File: config.mk
export PLATFORM = sky130hd
export DESIGN_NAME = yuyv_to_rgb_converter
export DESIGN_NICKNAME = d
export VERILOG_FILES = /design/src/rtl/y2r_pkg.sv /design/src/rtl/y2r_chroma_mult.sv /design/src/rtl/y2r_luma_sum.sv /design/src/rtl/y2r_clamp_scale.sv /design/src/rtl/yuyv_to_rgb_converter.sv
export SDC_FILE = /design/constraint.sdc
export NUM_CORES = 1
export LEC_CHECK = 0
export BUFFER_PORTS_ARGS = -buffer_cell sky130_fd_sc_hd__buf_2
export CORE_ASPECT_RATIO = 0.7
export CORE_MARGIN = 2
export CORE_UTILIZATION = 45
export DETAILED_ROUTE_END_ITERATION = 10
export PLACE_DENSITY_LB_ADDON = 0.15
export SYNTH_ARGS = -nofsm -noshare
export SYNTH_HDL_FRONTEND = slang
export SYNTH_SLANG_ARGS = --single-unit
File: constraint.sdc
create_clock -name clk -period 12.4 [get_ports clk]
set_input_delay 1.24 -clock clk [delete_from_list [all_inputs] [get_ports clk]]
set_output_delay 1.24 -clock clk [all_outputs]
set_load 0.01 [all_outputs]
File: src/rtl/y2r_pkg.sv
`default_nettype none
// ----------------------------------------------------------------------------
// y2r_pkg: shared types and constants for the YUYV to RGB converter
// Payload structs, fixed-point coefficients and stage-to-stage bundles.
// ----------------------------------------------------------------------------
package y2r_pkg;

  localparam int PIX_W     = 8;   // one color or luma byte
  localparam int CHROMA_W  = 9;   // signed chroma offset, U-128 or V-128
  localparam int COEF_W    = 18;  // signed carrier for unsigned Q1.16 coefficients
  localparam int PROD_W    = CHROMA_W + COEF_W;
  localparam int TERM_W    = 25;  // chroma term, |term| < 2^24
  localparam int SUM_W     = 26;  // Y*2^16 plus chroma terms
  localparam int FRAC_BITS = 16;
  localparam int CLAMP_W   = SUM_W - FRAC_BITS;
  localparam int SCALE_SHIFT = 8;
  localparam int SCALE_W   = PIX_W + SCALE_SHIFT;

  // Coefficients times 65536, rounded to nearest
  localparam logic signed [COEF_W-1:0] COEF_RV = 18'sd89831;   // 1.370705
  localparam logic signed [COEF_W-1:0] COEF_GV = 18'sd45744;   // 0.698001
  localparam logic signed [COEF_W-1:0] COEF_GU = 18'sd22127;   // 0.337633
  localparam logic signed [COEF_W-1:0] COEF_BU = 18'sd113538;  // 1.732446

  localparam logic [CLAMP_W-1:0] CHAN_MAX  = 10'd255;
  localparam logic [PIX_W-1:0]   SCALE_NUM = 8'd220;
  localparam logic [PIX_W-1:0]   OUT_MAX   = 8'd219;

  typedef struct packed {
    logic [PIX_W-1:0] luma_first;
    logic [PIX_W-1:0] chroma_blue;
    logic [PIX_W-1:0] luma_second;
    logic [PIX_W-1:0] chroma_red;
    logic             frame_end_in;
  } yuyv_t;

  typedef struct packed {
    logic [PIX_W-1:0] red_first;
    logic [PIX_W-1:0] green_first;
    logic [PIX_W-1:0] blue_first;
    logic [PIX_W-1:0] red_second;
    logic [PIX_W-1:0] green_second;
    logic [PIX_W-1:0] blue_second;
    logic             frame_end_out;
  } rgb_t;

  // Stage 1 -> stage 2: chroma products and the lumas carried alongside
  typedef struct packed {
    logic [PIX_W-1:0]         luma_first;
    logic [PIX_W-1:0]         luma_second;
    logic signed [TERM_W-1:0] red_term;
    logic signed [TERM_W-1:0] green_v_term;
    logic signed [TERM_W-1:0] green_u_term;
    logic signed [TERM_W-1:0] blue_term;
    logic                     frame_end;
  } chroma_terms_t;

  // Stage 2 -> stage 3: full Q.16 sums per channel
  typedef struct packed {
    logic signed [SUM_W-1:0] red_first;
    logic signed [SUM_W-1:0] green_first;
    logic signed [SUM_W-1:0] blue_first;
    logic signed [SUM_W-1:0] red_second;
    logic signed [SUM_W-1:0] green_second;
    logic signed [SUM_W-1:0] blue_second;
    logic                    frame_end;
  } pixel_sums_t;

  // Handshake pair between neighboring stages
  typedef struct packed {
    logic valid;
    logic ready;
  } stage_hs_t;

endpackage
`default_nettype wire

File: src/rtl/y2r_chroma_mult.sv
`default_nettype none
// ----------------------------------------------------------------------------
// y2r_chroma_mult: stage 1, chroma products
// Centers U and V and multiplies them by the four color coefficients.
// ----------------------------------------------------------------------------
module y2r_chroma_mult (
  input  wire logic           clk,
  input  wire logic           rst,
  input  wire logic           up_valid,
  output logic                up_ready,
  input  wire y2r_pkg::yuyv_t up_data,
  output y2r_pkg::stage_hs_t  down_hs_valid,
  input  wire logic           down_ready,
  output y2r_pkg::chroma_terms_t down_data
);
  import y2r_pkg::*;

  logic                     valid;
  chroma_terms_t            terms;
  logic signed [CHROMA_W-1:0] du;
  logic signed [CHROMA_W-1:0] dv;
  logic signed [PROD_W-1:0] prod_rv;
  logic signed [PROD_W-1:0] prod_gv;
  logic signed [PROD_W-1:0] prod_gu;
  logic signed [PROD_W-1:0] prod_bu;

  // x - 128 for an unsigned byte: flip the top bit, sign-extend
  assign du = {~up_data.chroma_blue[PIX_W-1], ~up_data.chroma_blue[PIX_W-1],
               up_data.chroma_blue[PIX_W-2:0]};
  assign dv = {~up_data.chroma_red[PIX_W-1], ~up_data.chroma_red[PIX_W-1],
               up_data.chroma_red[PIX_W-2:0]};

  assign prod_rv = PROD_W'(dv) * PROD_W'(COEF_RV);
  assign prod_gv = PROD_W'(dv) * PROD_W'(COEF_GV);
  assign prod_gu = PROD_W'(du) * PROD_W'(COEF_GU);
  assign prod_bu = PROD_W'(du) * PROD_W'(COEF_BU);

  assign up_ready = !valid || down_ready;

  always_ff @(posedge clk) begin
    if (rst) begin
      valid <= 1'b0;
    end else if (up_ready) begin
      valid <= up_valid;
    end
  end

  always_ff @(posedge clk) begin
    if (up_ready && up_valid) begin
      terms.luma_first   <= up_data.luma_first;
      terms.luma_second  <= up_data.luma_second;
      terms.red_term     <= prod_rv[TERM_W-1:0];
      terms.green_v_term <= prod_gv[TERM_W-1:0];
      terms.green_u_term <= prod_gu[TERM_W-1:0];
      terms.blue_term    <= prod_bu[TERM_W-1:0];
      terms.frame_end    <= up_data.frame_end_in;
    end
  end

  assign down_hs_valid.valid = valid;
  assign down_hs_valid.ready = up_ready;
  assign down_data = terms;

endmodule
`default_nettype wire

File: src/rtl/y2r_luma_sum.sv
`default_nettype none
// ----------------------------------------------------------------------------
// y2r_luma_sum: stage 2, channel sums
// For both pixels: luma at Q.16 plus red and blue terms, minus green terms.
// ----------------------------------------------------------------------------
module y2r_luma_sum (
  input  wire logic                  clk,
  input  wire logic                  rst,
  input  wire logic                  up_valid,
  output logic                       up_ready,
  input  wire y2r_pkg::chroma_terms_t up_data,
  output logic                       down_valid,
  input  wire logic                  down_ready,
  output y2r_pkg::pixel_sums_t       down_data
);
  import y2r_pkg::*;

  logic                    valid;
  pixel_sums_t             sums;
  logic signed [SUM_W-1:0] base_first;
  logic signed [SUM_W-1:0] base_second;
  logic signed [SUM_W-1:0] red_ext;
  logic signed [SUM_W-1:0] green_ext;
  logic signed [SUM_W-1:0] blue_ext;

  assign base_first  = {{(SUM_W-PIX_W-FRAC_BITS){1'b0}}, up_data.luma_first,
                        {FRAC_BITS{1'b0}}};
  assign base_second = {{(SUM_W-PIX_W-FRAC_BITS){1'b0}}, up_data.luma_second,
                        {FRAC_BITS{1'b0}}};
  assign red_ext   = SUM_W'(up_data.red_term);
  assign green_ext = SUM_W'(up_data.green_v_term) + SUM_W'(up_data.green_u_term);
  assign blue_ext  = SUM_W'(up_data.blue_term);

  assign up_ready = !valid || down_ready;

  always_ff @(posedge clk) begin
    if (rst) begin
      valid <= 1'b0;
    end else if (up_ready) begin
      valid <= up_valid;
    end
  end

  always_ff @(posedge clk) begin
    if (up_ready && up_valid) begin
      sums.red_first    <= base_first + red_ext;
      sums.green_first  <= base_first - green_ext;
      sums.blue_first   <= base_first + blue_ext;
      sums.red_second   <= base_second + red_ext;
      sums.green_second <= base_second - green_ext;
      sums.blue_second  <= base_second + blue_ext;
      sums.frame_end    <= up_data.frame_end;
    end
  end

  assign down_valid = valid;
  assign down_data  = sums;

endmodule
`default_nettype wire

File: src/rtl/y2r_clamp_scale.sv
`default_nettype none
// ----------------------------------------------------------------------------
// y2r_clamp_scale: stage 3, clamp and scale, output register
// Truncates each sum to an integer, clamps to 0..255, scales by 220/256.
// ----------------------------------------------------------------------------
module y2r_clamp_scale (
  input  wire logic                clk,
  input  wire logic                rst,
  input  wire logic                up_valid,
  output logic                     up_ready,
  input  wire y2r_pkg::pixel_sums_t up_data,
  output logic                     down_valid,
  input  wire logic                down_ready,
  output y2r_pkg::rgb_t            down_data
);
  import y2r_pkg::*;

  logic valid;
  rgb_t rgb;

  function automatic logic [PIX_W-1:0] finish(input logic signed [SUM_W-1:0] s);
    logic [CLAMP_W-1:0] whole;
    logic [PIX_W-1:0]   c;
    logic [SCALE_W-1:0] scaled;
    whole = s[SUM_W-1:FRAC_BITS];
    if (s[SUM_W-1] || (s == '0)) begin
      c = '0;
    end else if (whole > CHAN_MAX) begin
      c = CHAN_MAX[PIX_W-1:0];
    end else begin
      c = whole[PIX_W-1:0];
    end
    scaled = SCALE_W'(c) * SCALE_W'(SCALE_NUM);
    return scaled[SCALE_W-1:SCALE_SHIFT];
  endfunction

  assign up_ready = !valid || down_ready;

  always_ff @(posedge clk) begin
    if (rst) begin
      valid <= 1'b0;
    end else if (up_ready) begin
      valid <= up_valid;
    end
  end

  always_ff @(posedge clk) begin
    if (up_ready && up_valid) begin
      rgb.red_first     <= finish(up_data.red_first);
      rgb.green_first   <= finish(up_data.green_first);
      rgb.blue_first    <= finish(up_data.blue_first);
      rgb.red_second    <= finish(up_data.red_second);
      rgb.green_second  <= finish(up_data.green_second);
      rgb.blue_second   <= finish(up_data.blue_second);
      rgb.frame_end_out <= up_data.frame_end;
    end
  end

  assign down_valid = valid;
  assign down_data  = rgb;

endmodule
`default_nettype wire

File: src/rtl/yuyv_to_rgb_converter.sv
`default_nettype none
// ----------------------------------------------------------------------------
// yuyv_to_rgb_converter: YUYV 4:2:2 group to two scaled RGB888 pixels
// Three-stage pipeline: chroma multiply, luma sum, clamp and scale.
// ----------------------------------------------------------------------------
// Usage:
//   yuyv channel: one request carries one packed YUYV group (Y0, U, Y1, V)
//     plus a last-pair mark. A request is taken when yuyv_valid and
//     yuyv_ready are both high at a rising edge of clk.
//   rgb channel: one request carries both RGB pixels (each channel 0..219)
//     and the copied mark; it completes on rgb_valid and rgb_ready.
//   Path: a request is registered in the multiply, sum and output stages
//     in turn. Throughput: one group per cycle while rgb_ready is high,
//     set by the three fully pipelined stages, each with its own valid bit.
//   Stall: when rgb_ready is low, the output stage holds its request and
//     the earlier stages keep filling until each is occupied; empty stages
//     always accept, so bubbles are squeezed out. yuyv_ready drops only
//     once all three stages hold a request and the receiver still waits.
//   Reset: rst (synchronous, active high) drops every stage valid bit; no
//     request is in flight afterward. Payload registers are not reset.
// ----------------------------------------------------------------------------
module yuyv_to_rgb_converter (
  input  wire logic           clk,
  input  wire logic           rst,
  input  wire logic           yuyv_valid,
  output logic                yuyv_ready,
  input  wire y2r_pkg::yuyv_t yuyv,
  output logic                rgb_valid,
  input  wire logic           rgb_ready,
  output y2r_pkg::rgb_t       rgb
);
  import y2r_pkg::*;

  stage_hs_t     mult_hs;
  chroma_terms_t mult_data;
  logic          sum_valid;
  logic          sum_ready;
  pixel_sums_t   sum_data;
  logic          scale_ready;

  // Stage 1: center chroma, form the four coefficient products
  y2r_chroma_mult u_mult (
    .clk           (clk),
    .rst           (rst),
    .up_valid      (yuyv_valid),
    .up_ready      (yuyv_ready),
    .up_data       (yuyv),
    .down_hs_valid (mult_hs),
    .down_ready    (sum_ready),
    .down_data     (mult_data)
  );

  // Stage 2: add luma at Q.16 for each pixel and channel
  y2r_luma_sum u_sum (
    .clk        (clk),
    .rst        (rst),
    .up_valid   (mult_hs.valid),
    .up_ready   (sum_ready),
    .up_data    (mult_data),
    .down_valid (sum_valid),
    .down_ready (scale_ready),
    .down_data  (sum_data)
  );

  // Stage 3: truncate, clamp, scale by 220/256; this is the output register
  y2r_clamp_scale u_scale (
    .clk        (clk),
    .rst        (rst),
    .up_valid   (sum_valid),
    .up_ready   (scale_ready),
    .up_data    (sum_data),
    .down_valid (rgb_valid),
    .down_ready (rgb_ready),
    .down_data  (rgb)
  );

  // A ready receiver frees every stage, so the input side must be open.
  a_ready_chain: assert property (@(posedge clk) disable iff (rst)
    rgb_ready |-> (yuyv_ready && mult_hs.ready))
    else $error("input stalled while the receiver is ready");

  // Scaling bounds every channel to 219.
  a_range_first: assert property (@(posedge clk) disable iff (rst)
    rgb_valid |-> (rgb.red_first <= OUT_MAX && rgb.green_first <= OUT_MAX &&
                   rgb.blue_first <= OUT_MAX))
    else $error("first pixel channel above scaled maximum");

  a_range_second: assert property (@(posedge clk) disable iff (rst)
    rgb_valid |-> (rgb.red_second <= OUT_MAX && rgb.green_second <= OUT_MAX &&
                   rgb.blue_second <= OUT_MAX))
    else $error("second pixel channel above scaled maximum");

  // With the receiver open, a request passes the multiply, sum and output
  // stages in turn and carries its frame mark along.
  a_latency_mark: assert property (@(posedge clk) disable iff (rst)
    (yuyv_valid && yuyv_ready) ##1 rgb_ready ##1 rgb_ready
      |=> (rgb_valid && (rgb.frame_end_out == $past(yuyv.frame_end_in, 3))))
    else $error("request lost or frame mark corrupted in pipeline");

endmodule
`default_nettype wire

==> results.toml <==
[status]
outcome = "complete, no violations"

[yosys]
synth_fp_nets = 2959
yosysSeqAreaShare_pct = 31.8
syn_area_um2 = 25100
synth_edf_count = 264
ys.flop_type = "edfxtp_1"
synthArstFlopShare_pct = 0
ys_ff_latch = 267
ys.warnings.count = 0
post_synth.cell_area_avg_um2 = 11.0
synth_cell_types = 77
synthCells = 2289

[setup_path]
ff2ff_path_depth = 18
required_ns = 12.72
crit_top_cell = "fa_1"
r2r_end = "u_scale.down_data[32]"
critPathCapture = "u_mult.down_data[25]"
critPathKind = "primary input to flop"
crit_start = "yuyv[24]"
crit_arrival_ns = 6.24
slowest_delay_ns = 0.67
cp_max_fo = 10
critPathSlowestCell = "fa_1"
path_delay_family = "adder cells"
r2r_slack_ns = 6.88
path_depth = 17
crit_path_start_kind = "primary input"
crit_path_end_kind = "flop"
regToRegStartpoint = "u_sum.down_data[27]"
crit_chain = "buf_2, inv_1, fa_1, inv_1, fa_1, fa_1, inv_1, fa_1, ha_1, o21ai_0, a21boi_0, o31ai_1, a21oi_1, o2111ai_1, nand3_1, o41a_1, xnor2_1"
worstPathBufferInverterCount = 4

[routing]
ant_nets = 0
wire_per_inst_um = 16.8
via_count = 16000
drt_first_pass_iters = 5
drt_wl_total_mm = 53.2
drt_iter0_markers = 875
vias_per_cell = 5.05
drc = 0

[place]
placed_area_um2 = 26500
gp_congestion = 0.925
dp_hpwl_mm = 44.3
port_buffers = 87

[cells_and_area]
syn_to_final_growth_pct = 9.72
final-seq-area_um2 = 7990
most-common-layout-cells = "inv_1 (444), ha_1 (428), edfxtp_1 (264)"
finish.instance_area_um2 = 27600
final_common_cell = "inv_1"
nets = 3070
final_core_util_pct = 49.9
layout-drive-gt1-share_pct = 7.67
multi_input_area_um2 = 15500
fill_cells = 4955

[grt]
overflow = 0
antenna_found_initial = 3
track_usage_pct = 19.1
grt_pass1_vias = 16400
grt_pass1_wl_mm = 87.6
grt_max_degree = 81

[sta]
fmax_ghz = 0.169
period_share_pct = 47.8
drv_slew = 0
finalHoldViolations = 0
min_period_ns = 5.92
finalSetupViolations = 0
worst_pin_slew_ns = 1.06
slew_headroom_pct = 29.6
rsz0062_at_grt = "false"
worst_clock_skew_ns = 0.0155
tns_ns = 0

[clock_network]
htree_levels = 1
clk_latency_ns = 0.58
cts_hold_buf = 0
cts_buffer_depth = 3
cts_tree = "built"
cts.reportedPaths.clkPinSlew_ns = 0.06
post-cts-setup-buffers = 0
cts.repair.resized = 0
cts-buffers-inserted = 30
cts_num_sinks = 267
cts_root_buffer = "clkbuf_16"

[floorplanning]
die_height_um = 202
coreArea_um2 = 55200
ios = 88
die_area_um2 = 57800
die_x_um = 286
initial_utilization_pct = 45.5
rows = 72

[job]
drv_cap = 0

[hold_path]
holdCritPathClass = "flop to flop"
-- cells in the mapped netlist (3+ instances only) --
cell type  count  area [um2]
xnor2_1      122        1070
o31ai_2        3        37.5
or2_2         15        93.8
nor3_1        44         220
a41o_1        12         120
clkbuf_1      10        37.5
nand3_1       17        85.1
a211o_1        3        26.3
a21o_1        41         308
nor2b_1       24         150
a211oi_1       9        67.6
nand2b_1       8        50.1
or3_1          4        25.0
nor4_1        21         131
xor2_1        71         622
nor2_1       177         664
o21ai_0       41         205
nand2_1       38         143
nor3b_1        4        30.0
o31ai_1        5        37.5
o21a_1        11        82.6
dfxtp_1        3        60.1
o21ai_1        4        20.0
o2111ai_1      3        26.3
a2111oi_0      3        26.3
a21oi_1      129         646
a31oi_1        7        43.8
o21bai_1      43         323
and2_1         5        31.3
and4_1         3        26.3
edfxtp_1     264        7930
fa_1         205        4100
nand4_1        4        25.0
a41oi_1        3        26.3
and3_1         7        43.8
a21boi_0       4        30.0
ha_1         428        5360
inv_1        444        1670
-- per-stage QoR --
step / hold WS, ns / setup slack [ns] / std cells
2_1_floorplan: 0.400 / 2.59 / 2289
3_3_place_gp: 0.400 / 5.99 / 3108
3_5_place_dp: 0.405 / 5.89 / 3108
4_1_cts: 0.398 / 6.51 / 3164
5_1_grt: 0.409 / 6.06 / 3164
6_report: 0.411 / 6.48 / 3166
-- how the worst min path moves through the flow --
| stage | from | endpoint | slack (ns) | depth (start not counted) |
|---|---|---|---|---|
| CTS | u_mult.down_data[86] | u_sum.down_data[63] | 0.40 | 0 |
| global placement | u_mult.down_data[0] | u_sum.down_data[0] | 0.40 | 0 |
| global route | u_mult.down_data[80] | u_sum.down_data[57] | 0.41 | 0 |
| floorplan | u_sum.down_data[0] | u_scale.down_data[0] | 0.40 | 0 |
| finish | u_mult.down_data[80] | u_sum.down_data[57] | 0.41 | 0 |
| detailed placement | u_sum.down_data[0] | u_scale.down_data[0] | 0.41 | 0 |
-- cell type report --
type / count / share of cell area (%)
multi-input combinational: 1566 / 56.1
sequential: 267 / 29.0
inverter: 444 / 6.04
tap: 740 / 3.36
clock buffer: 34 / 2.81
timing repair buffer: 91 / 1.69
clock inverter: 22 / 1.03
antenna: 2 / 0.0181
-- state kept, by name (all words and copies together) (netlist names) --
name and cells:
u_mult.down_data 108, u_sum.down_data 107, u_scale.down_data 49, u_mult.valid 1, u_scale.down_valid 1, u_sum.down_valid 1
-- kinds of logic after synthesis --
logic type | after synthesis | share of synthesized area (%)
AO/OA/AOI/OAI | 353 | 9.43
XOR/XNOR | 194 | 6.79
adder cells (fa/ha/maj) | 633 | 37.6
buffers and inverters | 456 | 6.82
flip-flops | 267 | 31.8
multiplexers | 1 | 0.0398
AND/OR/NAND/NOR | 385 | 7.50
-- per-layer routing --
| metal | part of all wire [%] | vias up | global-route usage (%) | routed length, um |
|---|---|---|---|---|
| met4 | 1.7 | 2 | 3.20 | 904 |
| met3 | 5.2 | 57 | 3.55 | 2790 |
| met1 | 52 | 7672 | 29.5 | 27700 |
| met5 | 0.023 | - | 0 | 12 |
| met2 | 41 | 254 | 28.0 | 21700 |
| li1 | - | 7991 | - | - |
Power is not shown: default switching activity piles up to over one toggle a cycle in this logic, so the estimate is an artifact.
